## src/sv/tcjq_pkg.sv

```systemverilog
// Package for the two-class job queue: payload structs, codes and constants.
// No dependencies.
package tcjq_pkg;

  localparam int DefaultQueueDepth = 16;

  typedef enum logic [1:0] {
    OP_ENQUEUE = 2'd0,
    OP_VIP     = 2'd1,
    OP_DEQUEUE = 2'd2,
    OP_CANCEL  = 2'd3
  } opcode_t;

  typedef enum logic [1:0] {
    ST_OK        = 2'd0,
    ST_EMPTY     = 2'd1,
    ST_NOT_FOUND = 2'd2,
    ST_FULL      = 2'd3
  } status_t;

  localparam logic [1:0] ClassUrgent = 2'd1;
  localparam logic [1:0] ClassVip    = 2'd2;

  typedef struct packed {
    logic [1:0]  opcode;
    logic [15:0] job_id;
    logic [15:0] pages;
    logic [1:0]  job_class;
  } in_item_t;

  typedef struct packed {
    logic [1:0]  status;
    logic [15:0] out_job_id;
    logic [15:0] out_pages;
    logic [1:0]  out_class;
    logic        from_normal;
  } out_item_t;

  typedef struct packed {
    logic [15:0] id;
    logic [15:0] pages;
    logic [1:0]  cls;
  } job_t;

  // Controller to datapath.
  typedef struct packed {
    logic capture;
    logic execute;
  } dp_cmd_t;

endpackage

```

## src/sv/tcjq_queue.sv

```systemverilog
// One queue of shift cells with head-side insert, tail append and removal at
// any position with a parallel id match. Depends on tcjq_pkg.
module tcjq_queue #(
  parameter int Depth = tcjq_pkg::DefaultQueueDepth
) (
  input  logic                 clk,
  input  logic                 rst,
  input  logic                 push_tail,
  input  logic                 push_head,
  input  logic                 remove,
  input  logic [$clog2(Depth)-1:0] remove_pos,
  input  tcjq_pkg::job_t       wr_job,
  input  logic [15:0]          match_id,
  output logic                 match_any,
  output logic [$clog2(Depth)-1:0] match_pos,
  output tcjq_pkg::job_t       head_job,
  output tcjq_pkg::job_t       match_job,
  output logic                 full,
  output logic                 empty
);
  import tcjq_pkg::*;

  localparam int IdxW = $clog2(Depth);
  localparam int CntW = $clog2(Depth + 1);

  job_t            cells [Depth];
  logic [CntW-1:0] count;
  logic [Depth-1:0] hit;

  assign full     = (count == CntW'(Depth));
  assign empty    = (count == '0);
  assign head_job = cells[0];

  always_comb begin
    for (int k = 0; k < Depth; k++) begin
      hit[k] = (CntW'(k) < count) && (cells[k].id == match_id);
    end
  end

  // Priority encode the lowest matching cell.
  always_comb begin
    match_any = |hit;
    match_pos = '0;
    for (int k = Depth - 1; k >= 0; k--) begin
      if (hit[k]) match_pos = IdxW'(k);
    end
  end

  assign match_job = cells[match_pos];

  always_ff @(posedge clk) begin
    for (int k = 0; k < Depth; k++) begin
      if (push_tail && CntW'(k) == count) begin
        cells[k] <= wr_job;
      end else if (push_head) begin
        if (k == 0) cells[k] <= wr_job;
        else        cells[k] <= cells[k-1];
      end else if (remove && k < Depth - 1 && IdxW'(k) >= remove_pos) begin
        cells[k] <= cells[k+1];
      end
    end
  end

  always_ff @(posedge clk) begin
    if (rst) begin
      count <= '0;
    end else if (push_tail || push_head) begin
      count <= count + 1'b1;
    end else if (remove) begin
      count <= count - 1'b1;
    end
  end

  assert property (@(posedge clk) disable iff (rst) (count <= CntW'(Depth)))
    else $error("queue count exceeds depth");
  assert property (@(posedge clk) disable iff (rst)
      (push_tail || push_head) |-> !full)
    else $error("push into full queue");
  assert property (@(posedge clk) disable iff (rst) remove |-> !empty)
    else $error("remove from empty queue");
endmodule

```

## src/sv/tcjq_datapath.sv

```systemverilog
// Datapath: operand register, both queues and the result register.
// Depends on tcjq_pkg and tcjq_queue.
module tcjq_datapath #(
  parameter int QueueDepth = tcjq_pkg::DefaultQueueDepth
) (
  input  logic                clk,
  input  logic                rst,
  input  tcjq_pkg::dp_cmd_t   cmd,
  input  tcjq_pkg::in_item_t  in_item,
  output tcjq_pkg::out_item_t result
);
  import tcjq_pkg::*;

  localparam int IdxW = $clog2(QueueDepth);

  in_item_t op_q;
  job_t     wr_job;
  logic u_full, u_empty, u_match, n_full, n_empty, n_match;
  logic [IdxW-1:0] u_pos, n_pos;
  job_t u_head, u_mjob, n_head, n_mjob;
  logic u_tail, u_headins, u_rm, n_tail, n_rm;
  logic [IdxW-1:0] u_rmpos, n_rmpos;
  out_item_t res_next;

  always_ff @(posedge clk) begin
    if (cmd.capture) op_q <= in_item;
  end

  always_comb begin
    wr_job.id    = op_q.job_id;
    wr_job.pages = op_q.pages;
    wr_job.cls   = (op_q.opcode == OP_VIP) ? ClassVip : op_q.job_class;
    u_tail = 1'b0; u_headins = 1'b0; u_rm = 1'b0; n_tail = 1'b0; n_rm = 1'b0;
    u_rmpos = '0; n_rmpos = '0;
    res_next = '0;
    case (op_q.opcode)
      OP_ENQUEUE: begin
        if (op_q.job_class == ClassUrgent) begin
          if (u_full) res_next.status = ST_FULL;
          else begin
            u_tail = 1'b1;
            res_next.out_job_id = wr_job.id;
            res_next.out_pages = wr_job.pages;
            res_next.out_class = wr_job.cls;
          end
        end else begin
          res_next.from_normal = 1'b1;
          if (n_full) res_next.status = ST_FULL;
          else begin
            n_tail = 1'b1;
            res_next.out_job_id = wr_job.id;
            res_next.out_pages = wr_job.pages;
            res_next.out_class = wr_job.cls;
          end
        end
      end
      OP_VIP: begin
        if (u_full) res_next.status = ST_FULL;
        else begin
          u_headins = 1'b1;
          res_next.out_job_id = wr_job.id;
          res_next.out_pages = wr_job.pages;
          res_next.out_class = wr_job.cls;
        end
      end
      OP_DEQUEUE: begin
        if (!u_empty) begin
          u_rm = 1'b1;
          res_next.out_job_id = u_head.id;
          res_next.out_pages = u_head.pages;
          res_next.out_class = u_head.cls;
        end else if (!n_empty) begin
          n_rm = 1'b1;
          res_next.from_normal = 1'b1;
          res_next.out_job_id = n_head.id;
          res_next.out_pages = n_head.pages;
          res_next.out_class = n_head.cls;
        end else begin
          res_next.status = ST_EMPTY;
        end
      end
      OP_CANCEL: begin
        if (u_match) begin
          u_rm = 1'b1; u_rmpos = u_pos;
          res_next.out_job_id = u_mjob.id;
          res_next.out_pages = u_mjob.pages;
          res_next.out_class = u_mjob.cls;
        end else if (n_match) begin
          n_rm = 1'b1; n_rmpos = n_pos;
          res_next.from_normal = 1'b1;
          res_next.out_job_id = n_mjob.id;
          res_next.out_pages = n_mjob.pages;
          res_next.out_class = n_mjob.cls;
        end else begin
          res_next.status = ST_NOT_FOUND;
        end
      end
      default: res_next = '0;
    endcase
  end

  tcjq_queue #(.Depth(QueueDepth)) u_urgent (
    .clk, .rst,
    .push_tail(cmd.execute && u_tail), .push_head(cmd.execute && u_headins),
    .remove(cmd.execute && u_rm), .remove_pos(u_rmpos), .wr_job,
    .match_id(op_q.job_id), .match_any(u_match), .match_pos(u_pos),
    .head_job(u_head), .match_job(u_mjob), .full(u_full), .empty(u_empty)
  );

  tcjq_queue #(.Depth(QueueDepth)) u_normal (
    .clk, .rst,
    .push_tail(cmd.execute && n_tail), .push_head(1'b0),
    .remove(cmd.execute && n_rm), .remove_pos(n_rmpos), .wr_job,
    .match_id(op_q.job_id), .match_any(n_match), .match_pos(n_pos),
    .head_job(n_head), .match_job(n_mjob), .full(n_full), .empty(n_empty)
  );

  always_ff @(posedge clk) begin
    if (cmd.execute) result <= res_next;
  end
endmodule

```

## src/sv/tcjq_ctrl.sv

```systemverilog
// Controller: take a transaction, run it through the queues, hold the result.
// Depends on tcjq_pkg.
module tcjq_ctrl (
  input  logic              clk,
  input  logic              rst,
  input  logic              in_valid,
  output logic              in_ready,
  output logic              out_valid,
  input  logic              out_ready,
  output tcjq_pkg::dp_cmd_t cmd
);
  import tcjq_pkg::*;

  typedef enum logic [2:0] {
    S_IDLE = 3'b001,
    S_EXEC = 3'b010,
    S_DONE = 3'b100
  } state_t;

  state_t state, state_next;

  assign in_ready    = (state == S_IDLE);
  assign out_valid   = (state == S_DONE);
  assign cmd.capture = in_valid && in_ready;
  assign cmd.execute = (state == S_EXEC);

  always_comb begin
    state_next = state;
    case (state)
      S_IDLE:  if (in_valid) state_next = S_EXEC;
      S_EXEC:  state_next = S_DONE;
      S_DONE:  if (out_ready) state_next = S_IDLE;
      default: state_next = S_IDLE;
    endcase
  end

  always_ff @(posedge clk) begin
    if (rst) state <= S_IDLE;
    else     state <= state_next;
  end

  assert property (@(posedge clk) disable iff (rst) $onehot(state))
    else $error("state not one-hot");
  assert property (@(posedge clk) disable iff (rst) cmd.capture |=> cmd.execute)
    else $error("capture not followed by execute");
  assert property (@(posedge clk) disable iff (rst) cmd.execute |=> out_valid)
    else $error("execute not followed by result");
endmodule

```

## src/sv/two_class_job_queue_with_cancel_core.sv

```systemverilog
// Channel | Signals                   | Transaction when
// in      | in_valid/in_ready/in_item | in_valid && in_ready
// out     | out_valid/out_ready/result| out_valid && out_ready
// Each command runs through capture, execute across both cell arrays (parallel
// id compare and shift) and result, before the next command is taken.
// A stalled result holds the block; the next command is taken after it leaves.
// rst (synchronous) empties both queues; cell contents are not cleared.
// Top level: controller plus datapath. Depends on tcjq_pkg and submodules.
module two_class_job_queue_with_cancel_core #(
  parameter int QueueDepth = tcjq_pkg::DefaultQueueDepth
) (
  input  logic                clk,
  input  logic                rst,
  input  logic                in_valid,
  output logic                in_ready,
  input  tcjq_pkg::in_item_t  in_item,
  output logic                out_valid,
  input  logic                out_ready,
  output tcjq_pkg::out_item_t result
);
  import tcjq_pkg::*;

  dp_cmd_t cmd;

  tcjq_ctrl u_ctrl (
    .clk, .rst, .in_valid, .in_ready, .out_valid, .out_ready, .cmd
  );

  tcjq_datapath #(.QueueDepth(QueueDepth)) u_dp (
    .clk, .rst, .cmd, .in_item, .result
  );
endmodule
```

## config.mk

```make
export PLATFORM = sky130hd
export DESIGN_NAME = two_class_job_queue_with_cancel_core
export DESIGN_NICKNAME = d
export VERILOG_FILES = /design/src/sv/tcjq_pkg.sv /design/src/sv/tcjq_queue.sv /design/src/sv/tcjq_datapath.sv /design/src/sv/tcjq_ctrl.sv /design/src/sv/two_class_job_queue_with_cancel_core.sv
export SDC_FILE = /design/constraint.sdc
export NUM_CORES = 2
export LEC_CHECK = 0
export BUFFER_PORTS_ARGS = -buffer_cell sky130_fd_sc_hd__buf_2
export CORE_UTILIZATION = 29
export CTS_CLUSTER_SIZE = 10
export DETAILED_ROUTE_END_ITERATION = 16
export PLACE_DENSITY_LB_ADDON = 0.15
export SYNTH_ARGS = -nofsm -noshare
export SYNTH_HDL_FRONTEND = slang
export SYNTH_SLANG_ARGS = --single-unit
```

## constraint.sdc

```tcl
create_clock -name clk -period 14.6 [get_ports clk]
set_input_delay 1.46 -clock clk [delete_from_list [all_inputs] [get_ports clk]]
set_output_delay 1.46 -clock clk [all_outputs]
set_load 0.01 [all_outputs]
```

==> metrics.txt <==
r2r startpoint=u_dp.op_q[20]; layout cell share with drive strength beyond 1=0.184; post-route cell area=slightly below 80,000 µm²; Worst Hold Depth=2; Root Buffer=clkbuf_16; max-cap violation count=0; WS Path Type=flop to flop; largest cells by area after synthesis=edfxtp_1 (49%), mux2_2 (9.6%), mux2i_1 (6.1%), a21oi_1 (5.3%), xnor2_1 (3.2%); Hold Path Origin=u_dp.u_normal.cells[10][1]; routability cong.=0.938; fin. max-slew vios=0; Hold Path Class=flop to flop; status=completed; most used cell, CP=buf_4; reg2reg setup slack=6.79 ns; GRT Overall Usage=0.239; Synth-to-Final Area Change=11.6%; core area=243,000 µm²; CP startpoint kind=flop; Main synth FF type=edfxtp_1; Final setup viols=0; First DRT Iteration DRCs=6,085; pin count of the biggest net entering global routing=196; sequential share of power=0.470; Post-Syn Instances=6,473; Post-Synth XOR/XNOR Area=0.0642; Compound-Gate Fraction of Synth Area=0.137; power share of the clock group=0.454; synthesized flop and latch total=1,174; RSZ-0062 raised after global routing=no; Final period util=0.535; adder-cell share of the synthesized area=0.00176; storage element area=35,100 µm²; pwr/cell area=101 nW/µm²; CP endpoint kind=flop; TritonCTS buffer count=154; total routed wirelength=approximately 300,000 µm; top-count cell post-synth=edfxtp_1; hold-fix buffers at CTS=0; setup tns final=0 ns; routed len/inst=31.5 µm; first-pass GRT wire length=about 430,000 µm; H-tree depth=4; leak pwr=roughly 25 nW; Worst slew margin=0.0716; vias in the first global route=52,200; first-pass iteration count of the detailed router=8; Core Rows=~180; post-synthesis sequential area ratio=0.494; CTS resizes=0; clock skew=0.0367 ns; r2r endpoint=u_dp.u_urgent.cells[8][26]; Post-synth EDFFs=1,161; Post-Syn Area=71,100 µm²; CP max stage cell=edfxtp_1; CTS tree=yes; via count=54,600; DRC Markers=0; Post-DP Area=roughly 75,000 µm²; Post-Synthesis Net Count=6,523; Initial Utilization=0.292; Pint=between 5 and 6 mW; Hold Fails Final Rpt=0; Buffers on Ports=78; area leader, netlist=edfxtp_1; Max rail drop VDD=0.0000928 V; die width=497 µm; CP required=15.15 ns; minimum clock period=7.81 ns; R2R depth=17; Sw Ratio=0.255; Synth async-reset ratio=0; Die H=497 µm; clk sink count=approximately 1,200; multiplexer share of the synthesized area=0.159; full die area=247,000 µm²; CP delay by family, top=simple AND/OR/NAND/NOR gates; via-per-instance ratio=5.66; Comb power frac=0.076; DRT antenna net count=0; boundary pin count=79; post-DP HPWL=214,000 µm; Worst-Skew Late Latency=0.83 ns; Layout Nets=6,376; CTS clk-pin slew, worst paths=0.06 ns; post-synth top area share=0.491; worst path cell trace=buf_4 > xor2_1 > or4_1 > or4_1 > o22ai_1 > nand3b_1 > or4_1 > and2_1 > buf_4 > o21ai_1 > nor4_4 > buf_4 > a21boi_4 > buf_4 > nand2b_1 > buf_4 > o21ai_0; total gr overflow=0; initial antenna violation count=15; largest family of logic cells by synthesized area=multiplexers; top post-synthesis cells by count=edfxtp_1 (1,161), a21oi_1 (747), mux2_2 (607); Critical Path AT=8.36 ns; Distinct cells, synth=98; post-CTS setup buffers=0; CP Buf/Inv Count=5; Worst-Margin Slew=about 1.4 ns; Worst path max stage delay=0.98 ns; simple-gate share of the synthesized area=0.104; layout filler cell count=around 25,000; syn avg cell area=11.0 µm²; Fmax=128 MHz; multi-input logic area=33,600 µm²; Max clock buf depth=3; Max Fanout on Critical Path=71; sw power=2.04 mW; Hold Path End=u_dp.u_normal.cells[9][1]; Syn. warnings=0
[worst min-delay path, delay by kind of cell (launching register included)]
family             cells  cell delay [ns]
and+or+nand+nor        1             0.05
AOI/OAI and AO/OA      1             0.06
DFF                    1             0.34
[power groups by stage]
stage                     clock [mW]  sequential (mW)  combinational, mW
after floorplan                    0             3.82              0.405
after global placement             0             3.84              0.594
after detailed placement           0             3.84              0.599
after CTS                       3.72             3.77              0.602
after global routing            3.83             3.77              0.650
final                           3.64             3.77              0.607
[through the flow]
step	setup WS [ns]	utilization	std cells	power [mW]	hold WS, ns
floorplan	8.67	-	6473	4.23	0.421
global placement	6.85	0.307	9370	4.43	0.529
detailed placement	6.90	0.307	9371	4.44	0.542
CTS	6.84	0.326	9636	8.09	0.541
global route	6.50	0.326	9645	8.25	0.568
finish	6.79	0.326	9651	8.01	0.542
[layout by cell type, fill, tap and decap left out, types with 25 or more instances in the layout]
cell	instances
a21oi_1	739
a31oi_1	36
clkbuf_1	44
a22oi_1	53
a222oi_1	41
buf_4	164
and3_1	25
nor4_1	93
nor2_1	323
a211oi_1	53
buf_2	79
mux2i_1	434
o21ai_0	361
a221o_1	32
clkinv_1	30
nand2_1	540
nor3_1	64
inv_1	48
nand3_1	69
clkbuf_16	154
xor2_1	260
nand4_1	101
a21o_1	43
mux2_2	607
and2_0	32
xnor2_1	261
edfxtp_1	1161
nor4b_1	27
[routing by layer]
metal  track usage  vias up  share of wire
met5             0        -        0.00015
met4        0.0797        6          0.034
met3        0.0348      411          0.062
met2         0.380     2162           0.46
met1         0.332    27900           0.44
li1              -    24100              -
[state kept, by name (all words and copies together) (netlist names)]
register and count:
u_dp.u_normal.cells 544, u_dp.u_urgent.cells 544, u_dp.result 37, u_dp.op_q 36
u_dp.u_normal.count 5, u_dp.u_urgent.count 5, u_ctrl.state 3
[cell type report]
class                   instances  area share
flip-flops and latches       1174       0.443
multi-input cells            4698       0.424
clock buffers                 198      0.0507
well taps                    3202      0.0505
repair buffers                248      0.0216
clock inverters                67     0.00779
inverters                      50     0.00237
diodes                         14    0.000442
[worst max path at each step]
stage,endpoint,startpoint,cells past startpoint
after floorplan,u_dp.u_urgent.cells[3][0],u_dp.u_urgent.count[1],6
after global placement,u_dp.result[9],u_dp.op_q[27],14
after detailed placement,u_dp.u_urgent.cells[8][26],u_dp.op_q[20],17
after CTS,u_dp.u_urgent.cells[8][26],u_dp.op_q[20],17
after global routing,u_dp.result[10],u_dp.op_q[20],15
final,u_dp.u_urgent.cells[8][26],u_dp.op_q[20],17
[cells by family after synthesis]
logic type / Yosys count
AO/OA/AOI/OAI: 1613
XOR/XNOR: 521
adder cells (fa/ha/maj): 10
buffers and inverters: 601
flip-flops: 1174
multiplexers: 1049
AND/OR/NAND/NOR: 1505
Note: power is estimated with default switching activity, not from simulation.
